## config.mk

```make
export PLATFORM = sky130hd
export DESIGN_NAME = bakery_ticket_lock_arbiter_top
export DESIGN_NICKNAME = d
export VERILOG_FILES = /design/src/sv/bkl_pkg.sv /design/src/sv/bkl_cmp.sv /design/src/sv/bkl_store.sv /design/src/sv/bakery_ticket_lock_arbiter_top.sv
export SDC_FILE = /design/constraint.sdc
export NUM_CORES = 1
export LEC_CHECK = 0
export BUFFER_PORTS_ARGS = -buffer_cell sky130_fd_sc_hd__clkbuf_2
export CAP_MARGIN = 30
export CORE_ASPECT_RATIO = 1.1
export CORE_MARGIN = 8
export CORE_UTILIZATION = 55
export DETAILED_ROUTE_END_ITERATION = 8
export HOLD_SLACK_MARGIN = 0.03
export PLACE_DENSITY = 0.72
export SLEW_MARGIN = 10
export SYNTH_ARGS = -nofsm -noshare
export SYNTH_HDL_FRONTEND = slang
export SYNTH_HIERARCHICAL = 1
export SYNTH_SLANG_ARGS = --single-unit
```

## constraint.sdc

```tcl
create_clock -name clk -period 12.88 [get_ports clk]
set_clock_uncertainty 0.1 [all_clocks]
set_input_delay 2.576 -clock clk [delete_from_list [all_inputs] [get_ports clk]]
set_output_delay 2.576 -clock clk [all_outputs]
set_load 0.02 [all_outputs]
```

## src/sv/bkl_pkg.sv

```systemverilog
// bkl_pkg: shared types and codes for the bakery ticket lock arbiter
// request/result transaction structs, request kind codes, register reset value
// no dependencies
package bkl_pkg;

  localparam int TICKET_OUT_BITS = 32;

  localparam logic [1:0] REQ_TAKE    = 2'd0;
  localparam logic [1:0] REQ_POLL    = 2'd1;
  localparam logic [1:0] REQ_RELEASE = 2'd2;

  localparam logic [3:0] ACTIVE_THREADS_RESET = 4'd8;

  typedef struct packed {
    logic [1:0] req_type;
    logic [2:0] thread_id;
  } bkl_in_t;

  typedef struct packed {
    logic                       granted;
    logic [TICKET_OUT_BITS-1:0] ticket;
    logic                       ticket_saturated;
    logic                       bad_thread;
  } bkl_out_t;

endpackage

```

## src/sv/bkl_cmp.sv

```systemverilog
// bkl_cmp: shared ticket comparator used by every scan step
// gives less-than and equal of two unsigned tickets
// no dependencies
module bkl_cmp #(
  parameter int W = 32
) (
  input  logic [W-1:0] a,
  input  logic [W-1:0] b,
  output logic         lt,
  output logic         eq
);

  assign lt = (a < b);
  assign eq = (a == b);

endmodule

```

## src/sv/bkl_store.sv

```systemverilog
// bkl_store: per-thread ticket memory with one write and one registered read port
// entries never written since reset read as zero through per-entry valid bits
// no dependencies
module bkl_store #(
  parameter int DEPTH = 8,
  parameter int W     = 32,
  parameter int AW    = 3
) (
  input  logic          clk,
  input  logic          rst_n,
  input  logic          wr_en,
  input  logic [AW-1:0] wr_addr,
  input  logic [W-1:0]  wr_data,
  input  logic [AW-1:0] rd_addr,
  output logic [W-1:0]  rd_data
);

  logic [W-1:0]     mem [DEPTH];
  logic [DEPTH-1:0] vld_r;
  logic [W-1:0]     rd_q_r;
  logic             rd_vld_r;

  always_ff @(posedge clk) begin
    if (wr_en) begin
      mem[wr_addr] <= wr_data;
    end
    rd_q_r <= mem[rd_addr];
  end

  always_ff @(posedge clk) begin
    if (!rst_n) begin
      vld_r    <= '0;
      rd_vld_r <= 1'b0;
    end else begin
      if (wr_en) begin
        vld_r[wr_addr] <= 1'b1;
      end
      rd_vld_r <= vld_r[rd_addr];
    end
  end

  assign rd_data = rd_vld_r ? rd_q_r : '0;

endmodule

```

## src/sv/bakery_ticket_lock_arbiter_top.sv

```systemverilog
// bakery_ticket_lock_arbiter_top: ticket-ordered lock arbiter (bakery scheme)
// sequencer driving one shared comparator over the ticket store
// depends on bkl_pkg, bkl_cmp, bkl_store
//
//  channel  ports                        handshake
//  -------  ---------------------------  ---------------------------------------
//  request  start, busy, in_data         taken when start high and busy low
//  result   out_valid, out_data          one-cycle strobe, cannot be held off
//  config   cfg_valid, cfg_ready, cfg_data  written when valid and ready high
//
// the scan covers active_threads entries, held to MAX_THREADS
// a bad thread id is answered in the cycle after acceptance and busy never rises
// take ticket: scans the active entries for the maximum, one entry read per cycle
// poll with interest: own ticket read first, then the scan;
//   release, unknown kinds and polls without interest read the own ticket and skip the scan
// the rate is set by the single read port of the ticket store and the shared comparator
// reset is synchronous: interest and store valid bits clear at once, no clearing pass
// the receiver cannot stall, so a result never waits and busy drops as it is shown
module bakery_ticket_lock_arbiter_top #(
  parameter int MAX_THREADS = 8,
  parameter int TICKET_BITS = 32
) (
  input  logic             clk,
  input  logic             rst_n,
  input  logic             start,
  output logic             busy,
  input  bkl_pkg::bkl_in_t in_data,
  output logic             out_valid,
  output bkl_pkg::bkl_out_t out_data,
  input  logic             cfg_valid,
  output logic             cfg_ready,
  input  logic [3:0]       cfg_data
);

  import bkl_pkg::*;

  // index width for the store, count width for thread numbers and the scan counter
  localparam int IDX_W = $clog2(MAX_THREADS);
  localparam int CNT_W = $clog2(MAX_THREADS + 1);
  localparam int EW    = (CNT_W > 4) ? CNT_W : 4;

  localparam logic [2:0] S_IDLE  = 3'd0;
  localparam logic [2:0] S_MINE  = 3'd1;
  localparam logic [2:0] S_MWAIT = 3'd2;
  localparam logic [2:0] S_SCAN  = 3'd3;
  localparam logic [2:0] S_DONE  = 3'd4;

  localparam logic [TICKET_BITS-1:0] TICKET_TOP = '1;

  logic [2:0]             state_r, state_nxt;
  logic [3:0]             active_r;
  logic [MAX_THREADS-1:0] intr_r, intr_nxt;
  logic [1:0]             kind_r, kind_nxt;
  logic [IDX_W-1:0]       me_r, me_nxt;
  logic [EW-1:0]          cnt_r, cnt_nxt;
  logic [EW-1:0]          k_r, k_nxt;
  logic                   pend_r, pend_nxt;
  logic [IDX_W-1:0]       idx_d_r, idx_d_nxt;
  logic [TICKET_BITS-1:0] top_r, top_nxt;
  logic [TICKET_BITS-1:0] mine_r, mine_nxt;
  logic                   blocked_r, blocked_nxt;
  logic                   out_valid_r, out_valid_nxt;
  bkl_out_t               out_r, out_nxt;

  // effective thread count and bad-thread check on the incoming request
  logic [EW-1:0]          eff_cnt;
  logic [EW-1:0]          tid_ext;
  logic                   accept;

  // store and comparator hookup
  logic                   wr_en;
  logic [TICKET_BITS-1:0] wr_data;
  logic [IDX_W-1:0]       rd_addr;
  logic [TICKET_BITS-1:0] rd_data;
  logic [TICKET_BITS-1:0] cmp_b;
  logic                   cmp_lt;
  logic                   cmp_eq;

  // new ticket for a take: maximum plus one, held at the top value
  logic                   sat;
  logic [TICKET_BITS-1:0] new_ticket;

  assign busy      = (state_r != S_IDLE);
  assign cfg_ready = ~busy;
  assign out_valid = out_valid_r;
  assign out_data  = out_r;

  assign accept  = start & ~busy;
  assign eff_cnt = (EW'(active_r) > EW'(MAX_THREADS)) ? EW'(MAX_THREADS) : EW'(active_r);
  assign tid_ext = EW'(in_data.thread_id);

  assign sat        = (top_r == TICKET_TOP);
  assign new_ticket = sat ? top_r : top_r + 1'b1;

  // comparator reference: running maximum for a take, own ticket for a poll
  assign cmp_b = (kind_r == REQ_TAKE) ? top_r : mine_r;

  bkl_cmp #(
    .W (TICKET_BITS)
  ) u_cmp (
    .a  (rd_data),
    .b  (cmp_b),
    .lt (cmp_lt),
    .eq (cmp_eq)
  );

  bkl_store #(
    .DEPTH (MAX_THREADS),
    .W     (TICKET_BITS),
    .AW    (IDX_W)
  ) u_store (
    .clk     (clk),
    .rst_n   (rst_n),
    .wr_en   (wr_en),
    .wr_addr (me_r),
    .wr_data (wr_data),
    .rd_addr (rd_addr),
    .rd_data (rd_data)
  );

  // sequencer
  always_comb begin
    state_nxt     = state_r;
    intr_nxt      = intr_r;
    kind_nxt      = kind_r;
    me_nxt        = me_r;
    cnt_nxt       = cnt_r;
    k_nxt         = k_r;
    pend_nxt      = pend_r;
    idx_d_nxt     = idx_d_r;
    top_nxt       = top_r;
    mine_nxt      = mine_r;
    blocked_nxt   = blocked_r;
    out_valid_nxt = 1'b0;
    out_nxt       = out_r;
    wr_en         = 1'b0;
    wr_data       = new_ticket;
    rd_addr       = me_r;

    unique case (state_r)
      S_IDLE: begin
        if (accept) begin
          kind_nxt    = in_data.req_type;
          me_nxt      = IDX_W'(tid_ext);
          cnt_nxt     = eff_cnt;
          k_nxt       = '0;
          pend_nxt    = 1'b0;
          top_nxt     = '0;
          blocked_nxt = 1'b0;
          if (tid_ext >= eff_cnt) begin
            // not a participating thread: answer straight away, nothing changes
            out_valid_nxt = 1'b1;
            out_nxt       = '0;
            out_nxt.bad_thread = 1'b1;
          end else if (in_data.req_type == REQ_TAKE) begin
            state_nxt = S_SCAN;
          end else begin
            state_nxt = S_MINE;
          end
        end
      end

      S_MINE: begin
        rd_addr   = me_r;
        state_nxt = S_MWAIT;
      end

      S_MWAIT: begin
        mine_nxt = rd_data;
        if (kind_r == REQ_POLL && intr_r[me_r]) begin
          state_nxt = S_SCAN;
        end else begin
          state_nxt = S_DONE;
        end
      end

      S_SCAN: begin
        // evaluate the entry read last cycle
        if (pend_r) begin
          if (kind_r == REQ_TAKE) begin
            if (!cmp_lt && !cmp_eq) begin
              top_nxt = rd_data;
            end
          end else if (idx_d_r != me_r && intr_r[idx_d_r] &&
                       (cmp_lt || (cmp_eq && idx_d_r < me_r))) begin
            blocked_nxt = 1'b1;
          end
        end
        if (k_r < cnt_r) begin
          rd_addr   = IDX_W'(k_r);
          idx_d_nxt = IDX_W'(k_r);
          pend_nxt  = 1'b1;
          k_nxt     = k_r + 1'b1;
        end else begin
          pend_nxt = 1'b0;
          if (!pend_r) begin
            state_nxt = S_DONE;
          end
        end
      end

      S_DONE: begin
        out_valid_nxt = 1'b1;
        out_nxt       = '0;
        out_nxt.ticket = TICKET_OUT_BITS'(mine_r);
        case (kind_r)
          REQ_TAKE: begin
            wr_en        = 1'b1;
            intr_nxt[me_r] = 1'b1;
            out_nxt.ticket = TICKET_OUT_BITS'(new_ticket);
            out_nxt.ticket_saturated = sat;
          end
          REQ_POLL: begin
            out_nxt.granted = intr_r[me_r] & ~blocked_r;
          end
          REQ_RELEASE: begin
            intr_nxt[me_r] = 1'b0;
          end
          default: begin
          end
        endcase
        state_nxt = S_IDLE;
      end

      default: begin
        state_nxt = S_IDLE;
      end
    endcase
  end

  // control state
  always_ff @(posedge clk) begin
    if (!rst_n) begin
      state_r     <= S_IDLE;
      active_r    <= ACTIVE_THREADS_RESET;
      intr_r      <= '0;
      pend_r      <= 1'b0;
      out_valid_r <= 1'b0;
    end else begin
      state_r     <= state_nxt;
      intr_r      <= intr_nxt;
      pend_r      <= pend_nxt;
      out_valid_r <= out_valid_nxt;
      if (cfg_valid && cfg_ready) begin
        active_r <= cfg_data;
      end
    end
  end

  // working registers and result payload
  always_ff @(posedge clk) begin
    kind_r    <= kind_nxt;
    me_r      <= me_nxt;
    cnt_r     <= cnt_nxt;
    k_r       <= k_nxt;
    idx_d_r   <= idx_d_nxt;
    top_r     <= top_nxt;
    mine_r    <= mine_nxt;
    blocked_r <= blocked_nxt;
    out_r     <= out_nxt;
  end

endmodule
```

==> results of run 1 <==
[Yosys cell counts (2+ instances only)]
master and instances:
or3_1 6, a211oi_1 2, and2_1 36, mux2i_1 6
and3_1 38, nand2b_1 7, nand2_1 133, nor3_1 9
o21ai_0 39, xnor2_1 16, xor2_1 13, o211ai_1 2
a2bb2o_1 2, a211o_1 2, mux4_2 67, nor3_2 2
mux2_2 35, o21ba_2 19, nand4_1 15, a31oi_1 5
nor2b_1 8, a21oi_1 35, buf_2 10, and4_1 7
edfxtp_1 372, nor4_1 2, clkbuf_1 38, buf_6 5
nor2_1 40, inv_1 51, a21o_1 5, nand3_1 26
nor4_2 2, a311oi_1 9, dfxtp_1 58, o21a_1 8
o21ba_1 4, ha_1 43
[metrics by stage]
step | hold WS (ps) | util [%] | setup slack [ps]
after global routing | 377 | 62.2 | 7890
after floorplan | 332 | - | 6650
after detailed placement | 352 | 57.9 | 8230
after CTS | 360 | 62.1 | 8170
after global placement | 339 | 57.8 | 8280
final | 357 | 62.2 | 8190
[final cells by class]
| class | count | area, um^2 |
|---|---|---|
| clock buffers | 63 | 1220 |
| flip-flops and latches | 430 | 12300 |
| inverters | 52 | 195 |
| repair buffers | 73 | 453 |
| multi-input cells | 663 | 5560 |
| clock inverters | 15 | 170 |
| well taps | 432 | 541 |
| fillers | 2451 | 12500 |
[critical path, delay by kind of cell, from the launching register on]
| family | cells | cell delay [ps] |
|---|---|---|
| compound gates | 6 | 1760 |
| fa+ha+maj | 1 | 280 |
| buf+inv | 2 | 570 |
| flops | 1 | 590 |
| simple gates | 5 | 1060 |
[flip-flops by register name, summed over array words and instances, names as in the netlist, 8 cells and up, named ones only]
register        count
u_store/vld_r       8
top_r              32
out_data           35
u_store/rd_q_r     32
u_store/mem       256
mine_r             32
[power groups by stage]
stage | clock [W] | combinational, W | sequential (W)
after floorplan | 0 | 0.000494 | 0.00182
after global placement | 0 | 0.000683 | 0.00183
after detailed placement | 0 | 0.000715 | 0.00184
after CTS | 0.00126 | 0.000720 | 0.00181
after global routing | 0.00131 | 0.000783 | 0.00182
final | 0.00124 | 0.000712 | 0.00181
[cell families (layout without fill, tap and decap cells)]
group / Yosys count / in the layout / synth area share [%]
flops: 430 / 430 / 67.7
simple gates: 338 / 338 / 9.26
compound gates: 144 / 144 / 5.42
mux: 109 / 109 / 10.8
buf+inv: 106 / 203 / 2.46
fa+ha+maj: 43 / 43 / 2.95
xor+xnor: 29 / 29 / 1.39
[path summary, 6_finish.rpt]
kind	end	slack, ps	cells past startpoint
worst max-delay path	blocked_r	8190	14
worst min-delay path	active_r[0]	360	2
worst max register to register	blocked_r	8190	14
worst min register to register	active_r[0]	360	2
[routing by layer]
| metal | part of all wire (%) | up-vias | GRT usage [%] |
|---|---|---|---|
| li1 | - | 4678 | - |
| met1 | 43 | 5215 | 26.1 |
| met2 | 50 | 273 | 34.2 |
| met3 | 5.1 | 69 | 3.04 |
| met4 | 2.8 | 0 | 7.15 |
| met5 | 0 | - | 0 |
==> qor.csv, run 1 <==
stage;metric;value;unit
floorplanning;ios;51;
critical_path;crit_path_max_fanout;62;
critical_path;cp_slowest_cell;edfxtp_1;
logic_synthesis;synthDominantCellAreaShare;61.3;%
clocking;cts_resized;0;
logic_synthesis;synth_async_sr_flop_share;0;%
logic_synthesis;ys.flop_type;edfxtp_1;
layout;design_area;20500;um^2
critical_path;worstSetupPathType;register to register;
pwr;swShare;27.4;%
logic_synthesis;syn_nets;1255;
clocking;ctsHoldBuffers;0;
pwr;p_seq_share;48.1;%
global_routing;grt_pass1_vias;10600;
global_routing;antenna_found_initial;0;
routing;route.detailed.drc;0;
clocking;cts_tree;done;
layout;fin_cells;1728;
layout;drive_gt1_share;21.5;%
pwr;p_leak;7.37;nW
logic_synthesis;netlist_top_cells_area;edfxtp_1, mux4_2, dfxtp_1, ha_1, nand2_1;
floorplanning;core;32900;um^2
critical_path;cpPeakStageDelay;590;ps
layout;area_delta_synth_final;12.3;%
logic_synthesis;synth_enable_flop_cells;372;
timing;finalSetupViolCount;0;
run_status;outcome;finished clean;
logic_synthesis;yosysUniqueCellTypes;60;
global_routing;grt_pass1_wl;60.2;mm
global_routing;grt-ovfl-total;0;
logic_synthesis;syn_area_per_cell;15.2;um^2
critical_path;crit_path_cell_trace;or2_2 > buf_4 > nand2_1 > nand2_1 > inv_1 > ha_1 > nor2b_1 > o211ai_1 > a21boi_1 > or4b_1 > a2111oi_2 > o21ai_0 > a2111o_1 > a21oi_1;
timing;fin_crit_sh;36.4;%
layout;nets;1319;
critical_path;r2r_start;kind_r[1];
logic_synthesis;synth_seq_cells;430;
critical_path;crit_top_cell;nand2_1;
global_routing;track_usage;20.1;%
pwr;cellPowerDensity;184;nW/um^2
floorplanning;die_h;207;um
placement;dp_cells;1649;
timing;tns;0;ps
layout;num_antenna_cells;0;
timing;worstMarginPinSlew;961;ps
clocking;h-tree-depth;2;
hold_path;min_from;active_r[0];
pwr;clkPwrFrac;32.9;%
floorplanning;num_rows;70;
routing;drt-vias-per-instance;5.92;
placement;gp_congestion;0.843;
layout;final_cell_mix;edfxtp_1, nand2_1, mux4_2;
clocking;numCtsBuffers;43;
timing;drv_slew;0;
critical_path;cp-start-kind;register;
logic_synthesis;synth_cells;1199;
routing;wirelength;38.7;mm
logic_synthesis;netlist_area;18200;um^2
timing;fmax;213;MHz
routing;dr_total_vias;10200;
logic_synthesis;post-synth-top-area-cell;edfxtp_1;
timing;fin_crit;4690;ps
clocking;cts.reportedPaths.clkPinSlew;60;ps
critical_path;arrival;4850;ps
timing;grt_setup_unrepaired;no;
timing;hold_viol_final;0;
critical_path;worstSetupEndpointType;register;
routing;drtIter0Drc;711;
critical_path;cp.required;13040;ps
floorplanning;initial_utilization;55.3;%
placement;place_area;19100;um^2
logic_synthesis;ys_seq_area_share;67.7;%
job;maxCapViolCount;0;
layout;layout_commonest_cell;edfxtp_1;
timing;slew_headroom;35.8;%
clocking;clock_path_buffers;3;
floorplanning;fp.dieArea;39200;um^2
clocking;insertion_delay;550;ps
routing;wl_per_cell;22.4;um
placement;io_buffers;50;
pwr;peakVddDrop;114;uV
clocking;clock-sinks;430;
clocking;postCtsSetupBuffers;0;
hold_path;hold_class;register to register;
floorplanning;die_w;190;um
pwr;p_comb_share;19.0;%
clocking;cts_root_buf;clkbuf_16;
global_routing;grt_max_degree;63;
logic_synthesis;yosys_warnings;6;
pwr;power;0.00376;W
routing;dr.pass1.iters;5;
routing;drtAntennaViolNets;0;
critical_path;critPathLaunch;kind_r[1];
pwr;p_sw;0.00103;W
placement;hpwl;23.8;mm
pwr;internal-power;0.00273;W
(Power assumes the default switching activity.)
==> run 2, diff against run 1 <==
--- a/config.mk
+++ b/config.mk
@@ -12,7 +12,7 @@
 export CORE_UTILIZATION = 55
 export DETAILED_ROUTE_END_ITERATION = 8
 export HOLD_SLACK_MARGIN = 0.03
-export PLACE_DENSITY = 0.72
+export PLACE_DENSITY = 0.74
 export SLEW_MARGIN = 10
 export SYNTH_ARGS = -nofsm -noshare
 export SYNTH_HDL_FRONTEND = slang
==> constraint.sdc (replaced) <==
create_clock -name clk -period 4.18 [get_ports clk]
set_clock_uncertainty 0.1 [all_clocks]
set_input_delay 0.836 -clock clk [delete_from_list [all_inputs] [get_ports clk]]
set_output_delay 0.836 -clock clk [all_outputs]
set_load 0.02 [all_outputs]
==> run 2 against run 1 <==
Routed wire length grew 3.3%. Sequential power rose to 3.1 times the previous value. Critical path depth stayed put. Via count up 2.6%.
==> qor.csv, run 2 (synthesis results as in run 1) <==
stage;metric;value;unit
hold_path;min_from;active_r[0];
placement;io_buffers;50;
pwr;internal-power;0.00855;W
pwr;clkPwrFrac;33.6;%
clocking;clock_path_buffers;3;
clocking;insertion_delay;560;ps
job;maxCapViolCount;0;
global_routing;grt-ovfl-total;0;
critical_path;worstSetupEndpointType;register;
global_routing;grt_pass1_vias;10700;
critical_path;crit_path_max_fanout;17;
pwr;p_comb_share;19.2;%
critical_path;worstSetupPathType;register to register;
routing;drtAntennaViolNets;0;
clocking;cts.reportedPaths.clkPinSlew;60;ps
global_routing;track_usage;20.8;%
routing;drtIter0Drc;995;
floorplanning;die_w;190;um
floorplanning;die_h;207;um
critical_path;r2r_start;kind_r[0];
timing;worstMarginPinSlew;955;ps
pwr;swShare;27.4;%
floorplanning;num_rows;70;
placement;dp_cells;1668;
clocking;h-tree-depth;2;
layout;fin_util;62.9;%
routing;drt-vias-per-instance;5.99;
critical_path;regToRegSetupSlack;260;ps
routing;route.detailed.drc;0;
floorplanning;ios;51;
hold_path;min_to;active_r[0];
hold_path;hold_class;register to register;
critical_path;r2r_end;blocked_r;
global_routing;grt_pass1_wl;62.2;mm
critical_path;critPathLaunch;kind_r[0];
clocking;numCtsBuffers;43;
timing;finalSetupViolCount;0;
routing;wirelength;40.0;mm
layout;nets;1341;
clocking;cts_tree;done;
layout;area_delta_synth_final;13.8;%
pwr;p_seq_share;47.2;%
placement;hpwl;25.9;mm
layout;num_antenna_cells;0;
global_routing;grt_max_degree;67;
critical_path;cp-start-kind;register;
run_status;outcome;finished clean;
timing;fin_crit_sh;93.7;%
layout;layout_commonest_cell;edfxtp_1;
critical_path;cp.required;4330;ps
routing;wl_per_cell;22.8;um
critical_path;arrival;4070;ps
timing;fin_crit;3920;ps
layout;drive_gt1_share;23.2;%
layout;fin_cells;1751;
timing;fmax;255;MHz
clocking;cts_root_buf;clkbuf_16;
pwr;peakVddDrop;292;uV
clocking;clock-sinks;430;
floorplanning;core;32900;um^2
placement;gp_congestion;0.884;
timing;tns;0;ps
timing;drv_slew;0;
floorplanning;fp.dieArea;39200;um^2
pwr;cellPowerDensity;569;nW/um^2
pwr;p_sw;0.00323;W
routing;dr_total_vias;10500;
global_routing;antenna_found_initial;0;
layout;final_cell_mix;edfxtp_1, nand2_1, mux4_2;
timing;holdWs;347;ps
timing;slew_headroom;35.9;%
layout;top_register;u_store/mem;
critical_path;rr_worst_depth;14;
pwr;p_leak;7.52;nW
floorplanning;initial_utilization;55.3;%
hold_path;holdPathStages;2;
routing;dr.pass1.iters;5;
layout;largest_reg_flops;256;
timing;hold_viol_final;0;
## run 2: changes by cell type in the layout (fill, tap and decap cells not counted), moves of 2 or more
cell      before  now
clkbuf_8       3    6
buf_4         20   39
buf_12         1    3
clkbuf_2      50   52
clkbuf_1      15   11
clkinv_4       0    2
clkinv_2       7    4
## run 2: worst max-delay path: stages (launching register included)
cell and delay (ps):
edfxtp_1 440, or2_2 390, buf_4 220, nand2_1 100
nand2_1 60, inv_1 50, ha_1 240, nand4_1 130
nor4_1 80, a21boi_1 140, or4b_1 570, a2111oi_4 370
o21ai_0 150, a2111o_1 410, a21oi_1 160
## run 2: layout make-up
type	count	area, um^2
clock buffers	62	1250
repair buffers	95	618
multi-input cells	663	5580
flip-flops and latches	430	12300
clock inverters	17	216
fillers	2405	12200
well taps	432	541
inverters	52	195
## run 2: worst max path at each step
stage | end | slack [ps]
4_1_cts | blocked_r | 130
3_5_place_dp | blocked_r | 150
2_1_floorplan | blocked_r | 30
5_1_grt | blocked_r | -0.2
3_3_place_gp | blocked_r | 220
6_report | blocked_r | 260
## run 2: per-stage QoR
step                      setup WS [ps]  total power [W]  instance area [um^2]
after floorplan                    30.8          0.00714                 18200
after global placement              224          0.00782                 19200
after detailed placement            152          0.00789                 19200
after CTS                           127           0.0118                 20700
after global routing             -0.195           0.0123                 20700
final                               263           0.0118                 20700
## run 2: power groups by stage
stage	Combinational (W)	Sequential (W)	Clock, W
after floorplan	0.00153	0.00561	0
after global placement	0.00218	0.00564	0
after detailed placement	0.00224	0.00565	0
after CTS	0.00226	0.00556	0.00402
after global routing	0.00247	0.00561	0.00417
final	0.00226	0.00557	0.00396
## run 2: repair_timing
| item | 4_1_cts | 5_1_grt |
|---|---|---|
| hold buffers | 0 | 0 |
| endpoints found under the setup margin | 0 | 1 |
| setup buffers | 0 | 1 |
| hold endpoints to repair | 0 | 0 |
| resized for setup | 0 | 1 |
## run 2: per-layer routing
layer  routed length (um)  track usage, %  share of wire, %
met5                    0               0                 0
met4                  796            5.39               2.0
met3                 2360            3.29               5.9
met2                20200            36.1                50
met1                16700            27.1                42
==> run 3, diff against run 2 <==
--- a/config.mk
+++ b/config.mk
@@ -12,7 +12,7 @@
 export CORE_UTILIZATION = 55
 export DETAILED_ROUTE_END_ITERATION = 8
 export HOLD_SLACK_MARGIN = 0.03
-export PLACE_DENSITY = 0.74
+export PLACE_DENSITY_LB_ADDON = 0.15
 export SLEW_MARGIN = 10
 export SYNTH_ARGS = -nofsm -noshare
 export SYNTH_HDL_FRONTEND = slang
==> run 3 against run 2 <==
Final area increased by 0.24%. Sequential share of layout area decreased by 0.14 points. Via count decreased by 2.8%. Global-route usage decreased by 0.059 points. Non-clock buffer count unchanged. Final cell count increased by 0.11%. Critical path type unchanged.
==> qor.csv, run 3 (synthesis results as in run 1) <==
stage;metric;value;unit
timing;fmax;249;MHz
pwr;p_comb_share;20.0;%
floorplanning;core;32900;um^2
global_routing;grt-ovfl-total;0;
timing;drv_slew;0;
timing;holdWs;357;ps
critical_path;arrival;4150;ps
floorplanning;die_w;190;um
critical_path;worstSetupPathType;register to register;
pwr;swShare;27.9;%
routing;dr_total_vias;10200;
layout;nets;1342;
clocking;cts.reportedPaths.clkPinSlew;60;ps
floorplanning;die_h;207;um
layout;largest_reg_flops;256;
routing;wirelength;39.8;mm
pwr;internal-power;0.00838;W
placement;gp_congestion;0.861;
routing;route.detailed.drc;0;
floorplanning;fp.dieArea;39200;um^2
job;maxCapViolCount;0;
timing;fin_crit_sh;95.9;%
global_routing;antenna_found_initial;0;
critical_path;cp.required;4320;ps
timing;finalSetupViolCount;0;
clocking;numCtsBuffers;44;
run_status;outcome;finished clean;
pwr;peakVddDrop;378;uV
routing;drtAntennaViolNets;0;
clocking;ctsHoldBuffers;0;
critical_path;cp-start-kind;register;
routing;wl_per_cell;22.7;um
pwr;clkPwrFrac;32.1;%
pwr;p_sw;0.00325;W
critical_path;crit_path_max_fanout;14;
layout;num_antenna_cells;0;
timing;slew_headroom;38.4;%
placement;io_buffers;50;
pwr;p_seq_share;47.9;%
routing;dr.pass1.iters;5;
layout;design_area;20800;um^2
timing;fin_crit;4010;ps
global_routing;track_usage;20.7;%
global_routing;grt_pass1_wl;61.6;mm
floorplanning;num_rows;70;
timing;grt_setup_unrepaired;no;
routing;drtIter0Drc;630;
hold_path;hold_class;register to register;
clocking;cts_root_buf;clkbuf_16;
routing;drt-vias-per-instance;5.82;
pwr;cellPowerDensity;559;nW/um^2
clocking;h-tree-depth;2;
floorplanning;ios;51;
layout;area_delta_synth_final;14.0;%
placement;dp_cells;1669;
clocking;clock-sinks;430;
pwr;p_leak;7.50;nW
placement;hpwl;25.7;mm
clocking;cts_tree;done;
layout;drive_gt1_share;22.9;%
timing;hold_viol_final;0;
placement;place_area;19300;um^2
layout;fin_util;63.1;%
layout;final_cell_mix;edfxtp_1, nand2_1, mux4_2;
clocking;clock_path_buffers;3;
timing;tns;0;ps
layout;fin_cells;1753;
floorplanning;initial_utilization;55.3;%
layout;layout_commonest_cell;edfxtp_1;
timing;worstMarginPinSlew;917;ps
layout;top_register;u_store/mem;
critical_path;worstSetupEndpointType;register;
clocking;insertion_delay;550;ps
global_routing;grt_max_degree;55;
global_routing;grt_pass1_vias;10300;
-- run 3: cell types whose count changed in the layout (fill, tap and decap cells not counted), sizes merged --
cell      previous run  this run
clkinv              10         8
clkinvlp             1         3
inv                 53        55
clkbuf             114       116
buf                 43        45
bufinv               5         1
-- run 3: per-stage QoR --
stage | setup slack, ps | total power [W]
global route | 33.2 | 0.0121
detailed placement | 83.7 | 0.00795
floorplan | 30.8 | 0.00714
finish | 170 | 0.0116
global placement | 129 | 0.00790
CTS | 12.1 | 0.0117
-- run 3: what timing repair did --
action | 4_1_cts | 5_1_grt
setup buffers | 0 | 2
setup endpoints to repair | 0 | 19
gates resized for setup | 0 | 3
-- run 3: power groups by stage --
| stage | clock (W) | combinational (W) | sequential (W) |
|---|---|---|---|
| after floorplan | 0 | 0.00153 | 0.00561 |
| after global placement | 0 | 0.00226 | 0.00564 |
| after CTS | 0.00380 | 0.00232 | 0.00556 |
| after global routing | 0.00398 | 0.00255 | 0.00560 |
| after detailed placement | 0 | 0.00230 | 0.00564 |
| final | 0.00374 | 0.00232 | 0.00557 |
-- run 3: area by class of cell --
| class | count | area [um^2] |
|---|---|---|
| Timing Repair Buffer | 95 | 743 |
| Sequential cell | 430 | 12300 |
| Fill cell | 2464 | 12200 |
| Multi-Input combinational cell | 663 | 5580 |
| Inverter | 52 | 195 |
| Clock buffer | 66 | 1260 |
| Tap cell | 432 | 541 |
| Clock inverter | 15 | 118 |
-- run 3: routing by layer --
metal / track usage [%] / wire, um
met1: 27.8 / 17200
met4: 4.97 / 593
met5: 0 / 0
met3: 3.04 / 1980
met2: 35.5 / 19900
-- run 3: worst paths after layout --
path                 endpoint  slack (ps)        start  cells past startpoint
setup / recovery    blocked_r         170    kind_r[1]                     16
hold / removal    active_r[2]         360  active_r[2]                      2
setup reg to reg    blocked_r         170    kind_r[1]                     16
hold reg to reg   active_r[2]         360  active_r[2]                      2
-- run 3: worst max-delay path: stages (launching register included) --
cell	delay [ps]
edfxtp_1	380
buf_4	190
nor2_4	150
buf_12	160
nand2_1	60
nand2_1	60
inv_1	40
ha_1	280
a21oi_1	140
nor2_1	60
a211o_1	250
or4b_1	570
a2111oi_4	380
buf_4	180
o21ai_0	80
a2111o_1	410
a21oi_1	200
